===== config.mk =====
export PLATFORM = sky130hd
export DESIGN_NAME = oli_cell
export DESIGN_NICKNAME = d
export VERILOG_FILES = /design/src/sv/oli_pkg.sv /design/src/sv/oli_cell.sv
export SDC_FILE = /design/constraint.sdc
export NUM_CORES = 1
export LEC_CHECK = 0
export BUFFER_PORTS_ARGS = -buffer_cell sky130_fd_sc_hd__buf_4
export CAP_MARGIN = 20
export CORE_MARGIN = 5
export CORE_UTILIZATION = 37
export DETAILED_ROUTE_END_ITERATION = 8
export GPL_ROUTABILITY_DRIVEN = 1
export PLACE_DENSITY = 0.77
export SLEW_MARGIN = 40
export SYNTH_ARGS = -nofsm -noshare
export SYNTH_HDL_FRONTEND = slang
export SYNTH_SLANG_ARGS = --single-unit
export TNS_END_PERCENT = 20

===== constraint.sdc =====
create_clock -name clock -period 2.3 [get_ports clock]
set_clock_uncertainty 0.2 [all_clocks]
set_input_delay 0.115 -clock clock [delete_from_list [all_inputs] [get_ports clock]]
set_output_delay 0.115 -clock clock [all_outputs]
set_load 0.01 [all_outputs]

===== src/sv/oli_pkg.sv =====
// Shared types, request codes and status codes for the ordered list block.
package oli_pkg;

   localparam int OLI_DEPTH       = 64;
   localparam int OLI_HANDLE_BITS = 32;

   localparam int FUNC_W   = 3;
   localparam int STATUS_W = 2;

   localparam logic [FUNC_W-1:0] F_APPEND = 3'd0;
   localparam logic [FUNC_W-1:0] F_INSERT = 3'd1;
   localparam logic [FUNC_W-1:0] F_REMOVE = 3'd2;
   localparam logic [FUNC_W-1:0] F_DELETE = 3'd3;
   localparam logic [FUNC_W-1:0] F_GET    = 3'd4;

   localparam logic [STATUS_W-1:0] ST_OK       = 2'd0;
   localparam logic [STATUS_W-1:0] ST_FULL     = 2'd1;
   localparam logic [STATUS_W-1:0] ST_RANGE    = 2'd2;
   localparam logic [STATUS_W-1:0] ST_NOTFOUND = 2'd3;

   // Shift command broadcast to every cell.
   typedef struct packed {
      logic ins;
      logic rem;
   } cell_cmd_type;

   // Per-cell compare results.
   typedef struct packed {
      logic match;
      logic at_pos;
      logic ge_pos;
   } cell_flags_type;

endpackage


===== src/sv/oli_cell.sv =====
// One list slot: holds an entry, compares it, and shifts from a neighbor.
module oli_cell #(
   parameter int IDX         = 0,
   parameter int HANDLE_BITS = oli_pkg::OLI_HANDLE_BITS,
   parameter int CNT_W       = 7
) (
   input  logic                      clock,
   input  oli_pkg::cell_cmd_type     cmd,
   input  logic                      sel,
   input  logic                      ge,
   input  logic [CNT_W-1:0]          pos,
   input  logic [CNT_W-1:0]          fill,
   input  logic [HANDLE_BITS-1:0]    handle,
   input  logic [HANDLE_BITS-1:0]    left,
   input  logic [HANDLE_BITS-1:0]    right,
   output logic [HANDLE_BITS-1:0]    entry,
   output oli_pkg::cell_flags_type   flags
);
   import oli_pkg::*;

   localparam logic [CNT_W-1:0] MY_IDX = CNT_W'(IDX);

   logic [HANDLE_BITS-1:0] entry_ff;
   logic [HANDLE_BITS-1:0] entry_in;

   // Target slot loads on insert; slots above take from the lower neighbor,
   // and on removal the target and everything above take from the upper one.
   always_comb begin
      entry_in = entry_ff;
      if (cmd.ins && sel) begin
         entry_in = handle;
      end else if (cmd.ins && ge) begin
         entry_in = left;
      end else if (cmd.rem && ge) begin
         entry_in = right;
      end
   end

   always_ff @(posedge clock) begin
      entry_ff <= entry_in;
   end

   assign entry        = entry_ff;
   assign flags.match  = (entry_ff == handle) && (MY_IDX < fill);
   assign flags.at_pos = (MY_IDX == pos);
   assign flags.ge_pos = (MY_IDX >= pos);

endmodule


# Word level (Yosys, flattened, before mapping)
# Cells that the tools add are included.
# W data, S select, Z words.
[op_classes] n_mux=3 eq_ne=1 reduce_logical=6 magnitude_cmp=2 n_shift=0 add_sub_neg=0 n_bitwise=0 div=0 multipliers=0
[ops] cell="$mux W32" n=3
[ops] cell="$eq A32 B32 Y1" n=1
[ops] cell="$ge A1 B7 Y1 const A" n=1
[ops] cell="$logic_not A7 Y1" n=1
[ops] cell="$lt A1 B7 Y1 const A" n=1
[ops] cell="$logic_and A1 B1 Y1" n=4
[ops] cell="$reduce_bool A3 Y1" n=1
[totals] ram_bits=0 reg_bits=32 latch_bits=0 n_memories=0 rom_bits=0

# Logic depth before layout (Yosys ltp)
[logic_depth] depth_word=4 depth_mapped=5 depth_no_buf=4

# Worst setup path after synthesis
# OpenSTA, ideal clock, no wires.
[synth_path] kind="input-to-reg" startpoint="in ge" endpoint="reg entry_ff[0] (netlist: entry[0]) (enable)" setup_ps=421 arrival_ps=1532 required_time_ps=1679 path_stages=2 setup_slack_ps=146 path_buffers=0 path_cell_list="a21oi_1 -> nor2_1"
[synth_via] elab_chain_len=2 word_cells_on_any_way=3 classes_between="reduce/logical (3)"
[synth_rtl] element="start, declared" line_no="oli_cell.sv:10" rtl="input logic ge,"
[synth_rtl] element="$logic_and A1 B1 Y1, on equally long branches" line_no="oli_cell.sv:32, oli_cell.sv:34"
[synth_rtl] element="$reduce_bool A3 Y1 (no source line) *"
[synth_rtl] element="end signal, assigned" line_no="oli_cell.sv:40" rtl="entry_ff <= entry_in;"
[synth_rtl] element="end, declared" line_no="oli_cell.sv:23" rtl="logic [HANDLE_BITS-1:0] entry_ff;"
# Mark *: on every way between the ends. The rest lies on a longest branch, timed or not.
# A chain may end at the register's enable or synchronous reset.

==> reports/metrics.yaml <==
synthSimpleGateAreaFrac: 0.122
yosys.area_share.adder: 0
synth_mux_area_frac: 0.158
netlist_area_sq_um: 2030
leakage_nw: 1.74
endpoint: "flags[2]"
largest_register_ffs: 32
grt_pass1_wl_um: 11000
finalCritPeriodShare: 0.950
setup_viol: 0
rows: 27
start_util: 0.374
dieHeight_um: 84.1
path_delay_family: "buffers and inverters"
drtAntennaViolNets: 0
critPathMaxFanout: 2
grt_pass1_vias: 2241
fin_ws_ns: 0.114
worstMarginPinSlew_ns: 0.461
groute.usage.overall: 0.192
synth_compound_area_frac: 0.0886
hpwlAfterDp_um: 5080
path_buf_inv: 3
gp_congestion: 0.802
synth_xor_area_frac: 0.138
ir_drop_mv: 0.299
ys_ff_latch: 32
core-area_sq_um: 5440
ios: 150
path_cells: "dlygate4sd3_1, buf_4, xor2_1, nor4_2, nand4_1, a2111oi_2, buf_4"
fin_nets: 494
diodes: 0
comb_power_share: 0.341
crit_slowest_cell: "dlygate4sd3_1"
route.detailed.drc: 0
cts.sinks: 32
htreeDepth: 2
finalWirelength_um: 6810
vias: 2108
p_sw_frac: 0.273
powerDensity_nw_per_um2: 480
final_core_util: 0.689
synth_nets: 306
dr.pass1.iters: 4
status: "completed"
clk_pin_slew_ns: 0.06
synth_top_family_by_area: "multiplexers"
p_seq_frac: 0.438
rsz0062_at_grt: "false"
drv_slew: 0
internal_power_mw: 1.31
fin_crit_ns: 2.19
syn_inst: 191
drv_cap: 0
first_iter_violations: 69
ys_top_cells_by_area: "edfxtp_1, mux2i_1, xor2_1"
hold_violations: 0
grt.overflow.total: 0
ys_seq_area_frac: 0.473
crit_cells: 7
synth_cell_type_count: 18
ys_warn_count: 0
synth_top_cell_by_area: "edfxtp_1"
whs_ns: 0.00702
start_kind: "input port"
grt_max_degree: 39
place_ws_ns: 0.363
critPathArrivalTime_ns: 1.87
viasPerCell: 4.66
critPathMaxStageDelay_ns: 0.54
wire_per_inst_um: 15.1
antenna_found_initial: 0
cts_buffers: 5
switching_power_mw: 0.492
relSlewSlack: 0.690
worstSetupPathType: "in -> out"
clock_power_share: 0.221
design.die.area_sq_um: 7080
crit_start: "handle[8]"
tritoncts: "built"
critPathRequiredTime_ns: 1.99
clockBufferDepth: 2
dieWidth_um: 84.1
post_cts_buffers: 0
io_buffers: 149
hold_class: "in -> reg"
cpMostUsedCell: "buf_4"
max_freq_mhz: 458
fin_setup_tns_ns: 0
clockRootBuffer: "clkbuf_8"
drive_above_1_share: 0.445
cp-end-kind: "output port"
syn_area_per_cell_sq_um: 10.6
areaGrowthSynthToFinish_pct: 84.4
yosysTopAreaCellShare: 0.473
## per-layer routing
layer | share of wire | vias up | track usage
li1 | - | 1073 | -
met1 | 0.39 | 949 | 0.220
met2 | 0.53 | 79 | 0.346
met3 | 0.073 | 7 | 0.0628
met4 | 0.011 | 0 | 0.0409
met5 | 0 | - | 0
## how the worst min path moves through the flow
| stage | startpoint | endpoint | slack (ns) | cells after the start |
|---|---|---|---|---|
| after global routing | left[8] | entry[8] | 0.009 | 3 |
| after global placement | handle[9] | entry[9] | 0.20 | 3 |
| final | left[28] | entry[28] | 0.007 | 3 |
| after detailed placement | handle[0] | entry[0] | 0.21 | 3 |
| after floorplan | pos[3] | flags[0] | 0.08 | 1 |
| after CTS | left[28] | entry[28] | 0.005 | 3 |
## final cells by class
type                       count  area (sq um)
clock buffer                   7          76.3
clock inverter                 1          3.75
fill                         429          1690
multi-input combinational    149          1070
sequential                    32           961
tap                           72          90.1
timing repair buffer         191          1540
## stage by stage
| stage | instance area, sq um | total power, mW | instances |
|---|---|---|---|
| floorplan | 2030 | 1.01 | 191 |
| global placement | 3250 | 1.33 | 406 |
| detailed placement | 3250 | 1.34 | 406 |
| CTS | 3720 | 1.80 | 453 |
| global route | 3750 | 1.91 | 452 |
| finish | 3750 | 1.80 | 452 |
## cell usage after synthesis
cell type  count
a2111oi_2      1
a21oi_1        1
and2_1         1
buf_2          4
clkbuf_1       6
edfxtp_1      32
mux2i_1       32
nand2_1       33
nand3_1        1
nand4_1        2
nor2_1         2
nor3_1         1
nor4_1         7
nor4_2         3
o21ai_0       32
or4_1          1
xnor2_1        4
xor2_1        28
## power groups by stage
stage	Clock (mW)	Sequential [mW]	Combinational [mW]
floorplan	0	0.834	0.177
global placement	0	0.793	0.537
detailed placement	0	0.799	0.543
CTS	0.411	0.787	0.605
global route	0.447	0.797	0.668
finish	0.397	0.788	0.614
## cell usage in the layout (no fill, tap or decap)
master,synthesis,final
nand3_1,1,1
clkbuf_8,0,5
mux2i_1,32,32
nor3_1,1,1
a21oi_1,1,1
xnor2_1,4,4
edfxtp_1,32,32
clkinv_1,0,1
buf_12,0,1
and2_2,0,1
or4_1,1,1
nor2_4,0,1
nor4_1,7,3
clkbuf_1,6,2
nand2_1,33,32
nor4_2,3,7
a2111oi_2,1,1
nor2_1,2,1
nand4_1,2,2
xor2_1,28,27
buf_4,0,151
xor2_2,0,1
nand2_2,0,1
o21ai_0,32,32
dlygate4sd3_1,0,39
## logic make-up after synthesis
family,Yosys count
muxes,32
and+or+nand+nor,51
buffers and inverters,10
AOI/OAI and AO/OA,34
xor gates and xnor gates,32
DFF,32
## timing repair
item | 4_1_cts | 5_1_grt
hold buffers | 39 | 0
setup endpoints to repair | 0 | 1
resized for setup | 0 | 5
hold endpoints to repair | 32 | 0
Note: power is estimated with default switching activity, not from simulation.
